`config.mk`:
```
export PLATFORM = sky130hd
export DESIGN_NAME = tqcr_ctrl
export DESIGN_NICKNAME = d
export VERILOG_FILES = /design/src/design/tqcr_pkg.sv /design/src/design/tqcr_ctrl.sv
export VERILOG_INCLUDE_DIRS = /design/src /design/src/design
export SDC_FILE = /design/constraint.sdc
export NUM_CORES = 1
export LEC_CHECK = 0
export BUFFER_PORTS_ARGS = -buffer_cell sky130_fd_sc_hd__buf_2
export CAP_MARGIN = 20
export CORE_MARGIN = 4
export CORE_UTILIZATION = 51
export DETAILED_ROUTE_END_ITERATION = 7
export PLACE_DENSITY = 0.82
export SETUP_SLACK_MARGIN = 0.4
export SYNTH_ARGS = -nofsm -noshare
export SYNTH_HDL_FRONTEND = slang
export SYNTH_SLANG_ARGS = --single-unit
```
`constraint.sdc`:
```
create_clock -name aclk -period 4.7 [get_ports aclk]
set_input_delay 0.94 -clock aclk [delete_from_list [all_inputs] [get_ports aclk]]
set_output_delay 0.94 -clock aclk [all_outputs]
set_load 0.01 [all_outputs]
```
`src/design/textured_quad_clip_rotate_emitter_unit_macros.svh`:
```
// Assertion macros used by the quad emitter controller.
// Needs a clock named aclk and an active-low reset named aresetn in scope.
`ifndef TEXTURED_QUAD_CLIP_ROTATE_EMITTER_UNIT_MACROS_SVH
`define TEXTURED_QUAD_CLIP_ROTATE_EMITTER_UNIT_MACROS_SVH

// same-cycle implication
`define TQCR_ASSERT_IMP(lbl, ante, cons, msg) \
    lbl: assert property (@(posedge aclk) disable iff (!aresetn) (ante) |-> (cons)) \
        else $error(msg);

// next-cycle implication
`define TQCR_ASSERT_NXT(lbl, ante, cons, msg) \
    lbl: assert property (@(posedge aclk) disable iff (!aresetn) (ante) |=> (cons)) \
        else $error(msg);

`endif

```
`src/design/tqcr_pkg.sv`:
```
// Types, constants and helpers for the textured quad clip/rotate emitter.
// No dependencies.
package tqcr_pkg;

    localparam int IN_TDATA_W  = 128;
    localparam int OUT_TDATA_W = 128;
    localparam int CFG_W       = 64;
    localparam int TEX_W       = 40;
    localparam int PROD_W      = 34;
    localparam int DIVD_W      = 34;
    localparam int DVSR_W      = 16;

    localparam logic [2:0] CFG_COLOR   = 3'd0;
    localparam logic [2:0] CFG_DEPTH   = 3'd1;
    localparam logic [2:0] CFG_CLIP_EN = 3'd2;
    localparam logic [2:0] CFG_BOUNDS  = 3'd3;
    localparam logic [2:0] CFG_ROT_EN  = 3'd4;
    localparam logic [2:0] CFG_COS_SIN = 3'd5;
    localparam logic [2:0] CFG_CENTER  = 3'd6;
    localparam logic [2:0] CFG_ASPECT  = 3'd7;

    localparam logic [1:0] EDGE_X0 = 2'd0;
    localparam logic [1:0] EDGE_Y0 = 2'd1;
    localparam logic [1:0] EDGE_X1 = 2'd2;
    localparam logic [1:0] EDGE_Y1 = 2'd3;

    localparam logic [2:0] VTX_LAST = 3'd5;

    typedef enum logic [3:0] {
        ST_IDLE, ST_CHECK, ST_CLIP_CHK, ST_CLIP_MUL, ST_DIV_START, ST_DIV_WAIT,
        ST_CLIP_APPLY, ST_VSEL, ST_ROT1, ST_ROT2, ST_ROT3, ST_ROT4, ST_EMIT
    } state_t;

    typedef struct packed {
        logic       cap;
        logic [1:0] edge_sel;
        logic       hi_phase;
        logic       mul_ld;
        logic       div_start;
        logic       apply;
        logic [2:0] vsel;
        logic       rot1;
        logic       rot2;
        logic       rot3;
        logic       rot4;
        logic       emit;
    } cmd_t;

    typedef struct packed {
        logic clip_en;
        logic rot_en;
        logic reject;
        logic need;
        logic nz;
        logic cnt_full;
        logic cnt_last;
        logic out_free;
        logic div_done;
    } status_t;

    function automatic logic signed [15:0] sat16(input logic signed [TEX_W-1:0] v);
        logic signed [15:0] r;
        if (v > 40'sd32767) begin
            r = 16'sh7FFF;
        end else if (v < -40'sd32768) begin
            r = -16'sh8000;
        end else begin
            r = v[15:0];
        end
        return r;
    endfunction

endpackage

```
`src/design/tqcr_ctrl.sv`:
```
// Controller FSM: sequences capture, edge clipping, rotation and emission.
// Uses tqcr_pkg and the assertion macros header.
`include "textured_quad_clip_rotate_emitter_unit_macros.svh"

module tqcr_ctrl (
    input  logic                aclk,
    input  logic                aresetn,
    input  logic                s_tvalid,
    output logic                s_tready,
    input  tqcr_pkg::status_t   sts_i,
    output tqcr_pkg::cmd_t      cmd_o
);
    import tqcr_pkg::*;

    state_t     state_reg, state_next;
    logic [1:0] edge_reg, edge_next;
    logic       hi_reg, hi_next;
    logic [2:0] k_reg, k_next;

    always_comb begin
        state_next = state_reg;
        edge_next  = edge_reg;
        hi_next    = hi_reg;
        k_next     = k_reg;
        case (state_reg)
            ST_IDLE: begin
                if (s_tvalid) state_next = ST_CHECK;
            end
            ST_CHECK: begin
                edge_next = EDGE_X0;
                hi_next   = 1'b0;
                k_next    = '0;
                if (sts_i.clip_en && sts_i.reject) state_next = ST_IDLE;
                else if (sts_i.clip_en)            state_next = ST_CLIP_CHK;
                else                               state_next = ST_VSEL;
            end
            ST_CLIP_CHK, ST_CLIP_APPLY: begin
                if (state_reg == ST_CLIP_CHK && sts_i.need) begin
                    state_next = sts_i.nz ? ST_CLIP_MUL : ST_CLIP_APPLY;
                end else if (!hi_reg) begin
                    hi_next    = 1'b1;
                    state_next = ST_CLIP_CHK;
                end else begin
                    hi_next = 1'b0;
                    if (edge_reg == EDGE_Y1) begin
                        state_next = ST_VSEL;
                    end else begin
                        edge_next  = edge_reg + 1'b1;
                        state_next = ST_CLIP_CHK;
                    end
                end
            end
            ST_CLIP_MUL:  state_next = ST_DIV_START;
            ST_DIV_START: state_next = ST_DIV_WAIT;
            ST_DIV_WAIT: begin
                if (sts_i.div_done) state_next = ST_CLIP_APPLY;
            end
            ST_VSEL: begin
                if (sts_i.cnt_full)    state_next = ST_IDLE;
                else if (sts_i.rot_en) state_next = ST_ROT1;
                else                   state_next = ST_EMIT;
            end
            ST_ROT1: state_next = ST_ROT2;
            ST_ROT2: state_next = ST_ROT3;
            ST_ROT3: state_next = ST_ROT4;
            ST_ROT4: state_next = ST_EMIT;
            ST_EMIT: begin
                if (sts_i.out_free) begin
                    if (k_reg == VTX_LAST || sts_i.cnt_last) begin
                        state_next = ST_IDLE;
                    end else begin
                        k_next     = k_reg + 1'b1;
                        state_next = ST_VSEL;
                    end
                end
            end
            default: state_next = ST_IDLE;
        endcase
    end

    always_comb begin
        s_tready        = state_reg == ST_IDLE;
        cmd_o           = '0;
        cmd_o.edge_sel  = edge_reg;
        cmd_o.hi_phase  = hi_reg;
        cmd_o.vsel      = k_reg;
        cmd_o.cap       = (state_reg == ST_IDLE) && s_tvalid;
        cmd_o.mul_ld    = state_reg == ST_CLIP_MUL;
        cmd_o.div_start = state_reg == ST_DIV_START;
        cmd_o.apply     = state_reg == ST_CLIP_APPLY;
        cmd_o.rot1      = state_reg == ST_ROT1;
        cmd_o.rot2      = state_reg == ST_ROT2;
        cmd_o.rot3      = state_reg == ST_ROT3;
        cmd_o.rot4      = state_reg == ST_ROT4;
        cmd_o.emit      = (state_reg == ST_EMIT) && sts_i.out_free;
    end

    always_ff @(posedge aclk) begin
        if (!aresetn) begin
            state_reg <= ST_IDLE;
            edge_reg  <= EDGE_X0;
            hi_reg    <= 1'b0;
            k_reg     <= '0;
        end else begin
            state_reg <= state_next;
            edge_reg  <= edge_next;
            hi_reg    <= hi_next;
            k_reg     <= k_next;
        end
    end

    `TQCR_ASSERT_IMP(a_emit_free, cmd_o.emit, sts_i.out_free, "emit into occupied output")
    `TQCR_ASSERT_NXT(a_cap_check, cmd_o.cap, state_reg == ST_CHECK, "capture not followed by check")
    `TQCR_ASSERT_NXT(a_div_apply, (state_reg == ST_DIV_WAIT) && sts_i.div_done, state_reg == ST_CLIP_APPLY, "division result not applied")

endmodule

```
==> Word-level counts from Yosys, hierarchy flattened <==
Cells that the tools add are included.
Widths: inputs -> output; s select.
{ "totals": {"ff_bits": 10, "latchBits": 0, "mem_bits_rw": 0, "rom_bits": 0, "output_inout_bits": 16, "memories": 0} }
{ "classes": {"add_sub_neg": 2, "mul": 0, "div_mod_pow": 0, "n_lt_le_gt_ge": 0, "n_eq_ne": 21, "n_shift": 0, "muxes": 23, "bitwise_logic": 0, "n_reduce_logical": 13} }
{ "op_table": {"columns": ["operator", "count"], "rows": [
  ["$pmux 4 s12", 1],
  ["$mux 3", 10],
  ["$eq 4x4->1 const B", 5],
  ["$eq 4x3->1 const B", 4],
  ["$mux 4", 4],
  ["$ne 2x2->1 const B", 7],
  ["$eq 4x2->1 const B", 2],
  ["$mux 2", 3],
  ["$pmux 3 s2", 1],
  ["$reduce_and 3->1", 2],
  ["$eq 4x1->1 const B", 1],
  ["$logic_and 1x1->1", 4],
  ["$logic_not 4->1", 1],
  ["$pmux 2 s2", 1],
  ["$reduce_and 4->1", 1],
  ["$reduce_bool 2->1", 2],
  ["$add 3x1->3 const B", 1],
  ["$eq 3x3->1 const B", 1],
  ["$add 2x1->2 const B", 1],
  ["$eq 2x2->1 const B", 1],
  ["$mux 1", 2],
  ["$pmux 1 s2", 1],
  ["$reduce_and 2->1", 1],
  ["$reduce_or 2->1", 1],
  ["$logic_or 1x1->1", 1]
]} }

==> Logic depth before layout (Yosys ltp) <==
Gate-level depths: netlist of the first run.
{ "logic_depth": {"depth_word": 5, "mapped_depth": 6, "mapped_depth_nobuf": 6} }

==> Worst setup path before layout of the first run <==
Ideal clock, no wire load.
{ "synth_timing": {"path_type": "reg2out", "startpoint": "reg state_reg[3]", "endpoint": "out cmd_o[3] in the netlist's numbering", "arrival_time_ps": 1128, "required_time_ps": 3760, "path_slack_ps": 2632, "path_stages_with_launch": 4, "n_path_buf": 1, "path_cell_list": "dfxtp_1 clkbuf_1 nand2b_1 nor3b_1"} }
{ "synth_rtl": {"columns": ["element", "line", "rtl"], "rows": [
  ["from (decl)", "tqcr_ctrl.sv:15", "state_t state_reg, state_next;"],
  ["from (signal assigned)", "tqcr_ctrl.sv:105", "state_reg <= state_next;"],
  ["to (decl)", "tqcr_ctrl.sv:11", "output tqcr_pkg::cmd_t cmd_o"]
]} }

==> run_results.csv, run 1 <==
group,metric,value,unit
run_status,status,"completed",
timing,rsz0062_at_grt,"no",
die,initial_utilization,56.3,%
hold_path,hp-class,"reg -> reg",
die,num_rows,13,
worst_setup_path,path_class,"reg -> out",
timing,hold-worst-slack,0.472,ns
drt,via_per_inst,5.72,
drt,ant_nets,0,
worst_setup_path,worstSetupStartpointType,"register",
clock_tree,ctsResizeCount,0,
drt,vias,812,
timing,max_freq,391,MHz
timing,setup_viol,0,
clock_tree,cts_buffers,3,
yosys,ys_warn_count,0,
timing,drv_slew,0,
power_and_ir_drop,ir_drop,0.276,mV
yosys,synth_edf_count,0,
worst_setup_path,r2r-start,"state_reg[3]",
yosys,synth_seq_cells,10,
yosys,synth_nets,117,
grt,antenna_found_initial,0,
yosys,ys_top_cells_by_area,"dfxtp_1, nor3b_1, nor2_1, ha_1, a21oi_1",
die,core-area,1370,um2
worst_setup_path,rrSetupSlack,2.68,ns
die,dieArea,2190,um2
clock_tree,cts.sinks,10,
yosys,synth-main-ff-cell,"dfxtp_1",
grt,grt_pass1_vias,691,
grt,grt_max_degree,16,
yosys,synthTopCellsByCount,"nor2_1, dfxtp_1, nand2_1, nor3b_1",
finish,drive_above_1_share,26.8,%
grt,grt_pass1_wl,2840,um
power_and_ir_drop,p_leak,0.414,nW
die,die_x,46.8,um
drt,finalWirelength,1830,um
timing,hold_violations,0,
yosys,async_reset_ff_share,0,%
worst_setup_path,worst_r2r_endpoint,"k_reg[1]",
die,ios,28,
worst_setup_path,reg2regPathDepth,4,
finish,finish.utilization,68.2,%
worst_setup_path,critPathRequiredTime,3.76,ns
finish,largest_reg_flops,4,
placed_design,gp_congestion,0.848,
yosys,synth_cell_type_count,38,
finish,area_growth,21.1,%
clock_tree,postCtsSetupBuffers,0,
yosys,synth_seq_area_share,26.0,%
power_and_ir_drop,pwr_density_cell,437,nW/um2
timing,slew_headroom,60.1,%
finish,diodes,0,
timing,layout_setup_ws,2.14,ns
clock_tree,insertion_delay,0.26,ns
power_and_ir_drop,p_total,0.407,mW
job,cap_viol_max_count,0,
worst_setup_path,crit_fanout,15,
die,die_h,46.8,um
clock_tree,cts_buffer_depth,2,
timing,fin_setup_tns,0,ns
hold_path,hold_end,"edge_reg[1]",
yosys,netlist_area,769,um2
yosys,yosys.cell_count.top_type,"nor2_1",
placed_design,dp_worst_setup_slack,2.42,ns
drt,drcViolationCount,0,
timing,tightest_slew,0.597,ns
clock_tree,hold_buffers,0,
drt,drt_iter0_drc,14,
timing,period_needed,2.56,ns
placed_design,hpwl,1360,um
hold_path,worstHoldStart,"edge_reg[1]",
drt,firstDrtPassIters,4,
grt,grtUsageTotal,18.0,%
finish,fin_nets,143,
placed_design,io_buffers,27,
clock_tree,clk_pin_slew,0.07,ns
clock_tree,root_buffer,"clkbuf_4",
clock_tree,cts_max_level,1,
timing,period_share,54.4,%
hold_path,whs_path_depth,2,
timing,finalClockSkew,0.000821,ns
yosys,avgSynthCellArea,7.54,um2
yosys,synthCells,102,
worst_setup_path,endpoint_kind,"output pin",
yosys,synth_top_cell_area_share,26.0,%
grt,overflow,0,
clock_tree,cts_tree,"built",
worst_setup_path,cp.arrival,1.62,ns
drt,wl_per_cell,12.9,um
yosys,yosysTopAreaCell,"dfxtp_1",
## area by class of cell
type	count	area [um2]
multi-input cells	80	519
fillers	124	434
flip-flops and latches	10	200
repair buffers	27	135
clock buffers	4	36.3
inverters	6	22.5
well taps	15	18.8
## critical path, stage by stage, from the launching register on
cell and delay [ns]:
dfxtp_1 0.62, nand2_1 0.27, nor2_1 0.20, and2_1 0.14
buf_2 0.12
## logic make-up (layout without fill, tap and decap cells)
family / Yosys count / count (layout) / synth area share, %
compound gates: 24 / 24 / 21.1
fa+ha+maj: 3 / 3 / 4.88
buf+inv: 12 / 37 / 6.50
flops: 10 / 10 / 26.0
mux: 4 / 4 / 5.37
simple gates: 49 / 49 / 36.1
## through the flow
stage / cells / cell area (um2)
floorplan: 102 / 769
global placement: 138 / 896
detailed placement: 138 / 896
CTS: 142 / 932
global route: 142 / 932
finish: 142 / 932
## worst max path at each step
stage,from,endpoint,cells past startpoint
3_5_place_dp,sts_i[1],cmd_o[0],3
4_1_cts,state_reg[3],cmd_o[0],4
2_1_floorplan,state_reg[3],cmd_o[3],3
6_report,state_reg[3],cmd_o[0],4
5_1_grt,state_reg[3],cmd_o[0],4
3_3_place_gp,sts_i[1],cmd_o[0],3
## where the power goes
group | total [mW] | switching, mW | internal [mW]
combinational | 0.190 | 0.101 | 0.0882
sequential | 0.139 | 0.0401 | 0.0992
clock | 0.0783 | 0.0313 | 0.0470
## per-layer routing
metal  share of wire (%)  GRT usage, %  vias up
met3                 6.4          3.83        2
met4                 1.3          9.39        0
met2                  47          30.9       27
met1                  46          20.7      358
li1                    -             -      425
met5                   0             0        -
## cells in the final DEF, fill, tap and decap left out, types with 2 or more instances in the layout
cell,instances
nand3b_1,2
o21ai_0,2
nor3_1,5
o31a_1,2
a31oi_1,2
nor2b_1,2
inv_1,6
a21oi_1,6
o21ai_1,3
ha_1,3
dfxtp_1,10
buf_2,27
clkbuf_4,3
mux2i_1,3
nor2_1,13
nand2b_1,4
nand2_1,7
nor3b_1,7
Note: power is estimated with default switching activity, not from simulation.
==> run 2, diff against run 1 <==
- CORE_UTILIZATION: 51 -> 48
- PLACE_DENSITY: 0.82 -> 0.78
- clock period: 4.7 -> 2.52 ns (I/O delays scaled with it)
==> run 2 against run 1 <==
Effect of this change:
- clock power rose by 29%
- global-route usage is 1.4 points higher
- die area rose by 5.2%
- largest cell class unchanged
- worst hold slack worse by 0.0028 ns
- via count grew 5.7%
- clock-buffer cell count decreased by 1
- critical path depth unchanged
- sequential power rose by 91%
- first-iteration DRC count up 100%
==> run_results.csv, run 2 (synthesized netlist as in run 1, its figures left out) <==
group,metric,value,unit
worst_setup_path,path_cells,"or2_1 > nor2_1 > and2_1 > buf_2",
timing,max_freq,511,MHz
finish,diodes,0,
drt,ant_nets,0,
finish,final_cell_mix,"buf_2, nor2_1, nand2_1, nor3b_1, dfxtp_1",
die,die_h,48.0,um
run_status,status,"completed",
timing,tightest_slew,0.490,ns
clock_tree,hold_buffers,0,
die,die_x,48.0,um
power_and_ir_drop,p_leak,0.419,nW
placed_design,io_buffers,27,
placed_design,gp_congestion,0.860,
power_and_ir_drop,pwr_density_cell,778,nW/um2
drt,wl_per_cell,13.3,um
grt,overflow,0,
finish,final_common_cell,"buf_2",
finish,finish.utilization,62.3,%
placed_design,hpwl,1510,um
worst_setup_path,path_buf_inv,1,
worst_setup_path,endpoint_kind,"output pin",
worst_setup_path,rrSetupSlack,0.69,ns
timing,period_share,77.7,%
drt,firstDrtPassIters,4,
clock_tree,cts_buffers,3,
timing,fin_setup_tns,0,ns
worst_setup_path,cp.arrival,1.45,ns
worst_setup_path,r2r-start,"state_reg[0]",
clock_tree,cts_buffer_depth,2,
finish,area_growth,22.0,%
drt,finalWirelength,1920,um
drt,vias,858,
timing,layout_setup_ws,0.563,ns
hold_path,worstHoldStart,"edge_reg[1]",
timing,finalClockSkew,0.00674,ns
clock_tree,cts_max_level,1,
worst_setup_path,crit_family,"simple AND/OR/NAND/NOR gates",
worst_setup_path,critPathSlowestCell,"dfxtp_2",
timing,hold_violations,0,
clock_tree,cts_tree,"built",
finish,drive_above_1_share,29.7,%
worst_setup_path,worstSetupStartpointType,"register",
drt,via_per_inst,5.96,
die,initial_utilization,51.1,%
power_and_ir_drop,ir_drop,0.580,mV
finish,fin_nets,145,
worst_setup_path,max_stage_delay,0.38,ns
timing,period_needed,1.96,ns
drt,drcViolationCount,0,
grt,grtUsageTotal,19.3,%
clock_tree,cts.sinks,10,
die,num_rows,14,
worst_setup_path,critPathRequiredTime,2.02,ns
finish,fillCellCount,149,
timing,drv_slew,0,
grt,grt_max_degree,16,
die,dieArea,2310,um2
drt,drt_iter0_drc,28,
hold_path,hp-class,"reg -> reg",
timing,slew_headroom,66.9,%
hold_path,hold_end,"edge_reg[1]",
die,core-area,1510,um2
finish,largest_reg_flops,4,
worst_setup_path,crit_fanout,15,
worst_setup_path,reg2regPathDepth,4,
die,ios,28,
clock_tree,insertion_delay,0.26,ns
clock_tree,clk_pin_slew,0.05,ns
timing,setup_viol,0,
hold_path,whs_path_depth,2,
timing,rsz0062_at_grt,"no",
worst_setup_path,path_class,"reg -> out",
clock_tree,root_buffer,"clkbuf_4",
job,cap_viol_max_count,0,
grt,grt_pass1_vias,768,
grt,grt_pass1_wl,3180,um
worst_setup_path,worst_r2r_endpoint,"k_reg[1]",
grt,antenna_found_initial,0,
placed_design,dp_worst_setup_slack,0.575,ns
## run 2: final cells by class
cell class / count / area, um2 / share of cell area, %
Inverter: 6 / 22.5 / 2.40
Clock buffer: 3 / 22.5 / 2.40
Sequential cell: 10 / 204 / 21.7
Multi-Input combinational cell: 80 / 519 / 55.3
Tap cell: 16 / 20.0 / 2.13
Timing Repair Buffer: 29 / 150 / 16.0
## run 2: through the flow
stage               hold WS (ns)  std cells  instance area (um2)  power (mW)
finish                     0.469        144                  938       0.730
global route               0.495        144                  938       0.795
CTS                        0.475        144                  935       0.726
detailed placement         0.467        141                  912       0.622
global placement           0.456        141                  912       0.614
floorplan                  0.492        102                  769       0.532
## run 2: timing repair
| item | CTS | global route |
|---|---|---|
| gates resized for setup | 0 | 3 |
| setup endpoints to repair | 0 | 1 |
| setup buffers | 0 | 0 |
## run 2: per-layer routing
| layer | GRT usage, % | up-vias | share of wire (%) |
|---|---|---|---|
| met2 | 34.3 | 29 | 49 |
| met5 | 0 | - | 0 |
| li1 | - | 428 | - |
| met3 | 5.64 | 0 | 5.5 |
| met1 | 23.8 | 401 | 45 |
| met4 | 1.61 | 0 | 0 |
## run 2: tightest hold or removal path, delay by kind of cell (launching register included)
family | cells | cell delay [ns]
compound gates | 1 | 0.05
simple gates | 1 | 0.06
flops | 1 | 0.32
## run 2: power breakdown
group / leakage, nW / internal, mW / total, mW / switching (mW)
Clock: 0.0138 / 0.0547 / 0.101 / 0.0461
Combinational: 0.323 / 0.172 / 0.364 / 0.192
Sequential: 0.0822 / 0.191 / 0.265 / 0.0741
Total: 0.419 / 0.417 / 0.730 / 0.312
## run 2: worst max-delay path by stage
| stage | depth (start not counted) | slack, ns | end | startpoint |
|---|---|---|---|---|
| after global routing | 4 | 0.48 | cmd_o[0] | state_reg[0] |
| after detailed placement | 4 | 0.58 | k_reg[1] | state_reg[0] |
| after floorplan | 6 | 0.77 | k_reg[1] | k_reg[1] |
| final | 4 | 0.56 | cmd_o[0] | state_reg[0] |
| after global placement | 4 | 0.63 | k_reg[1] | state_reg[0] |
| after CTS | 4 | 0.46 | cmd_o[0] | state_reg[1] |
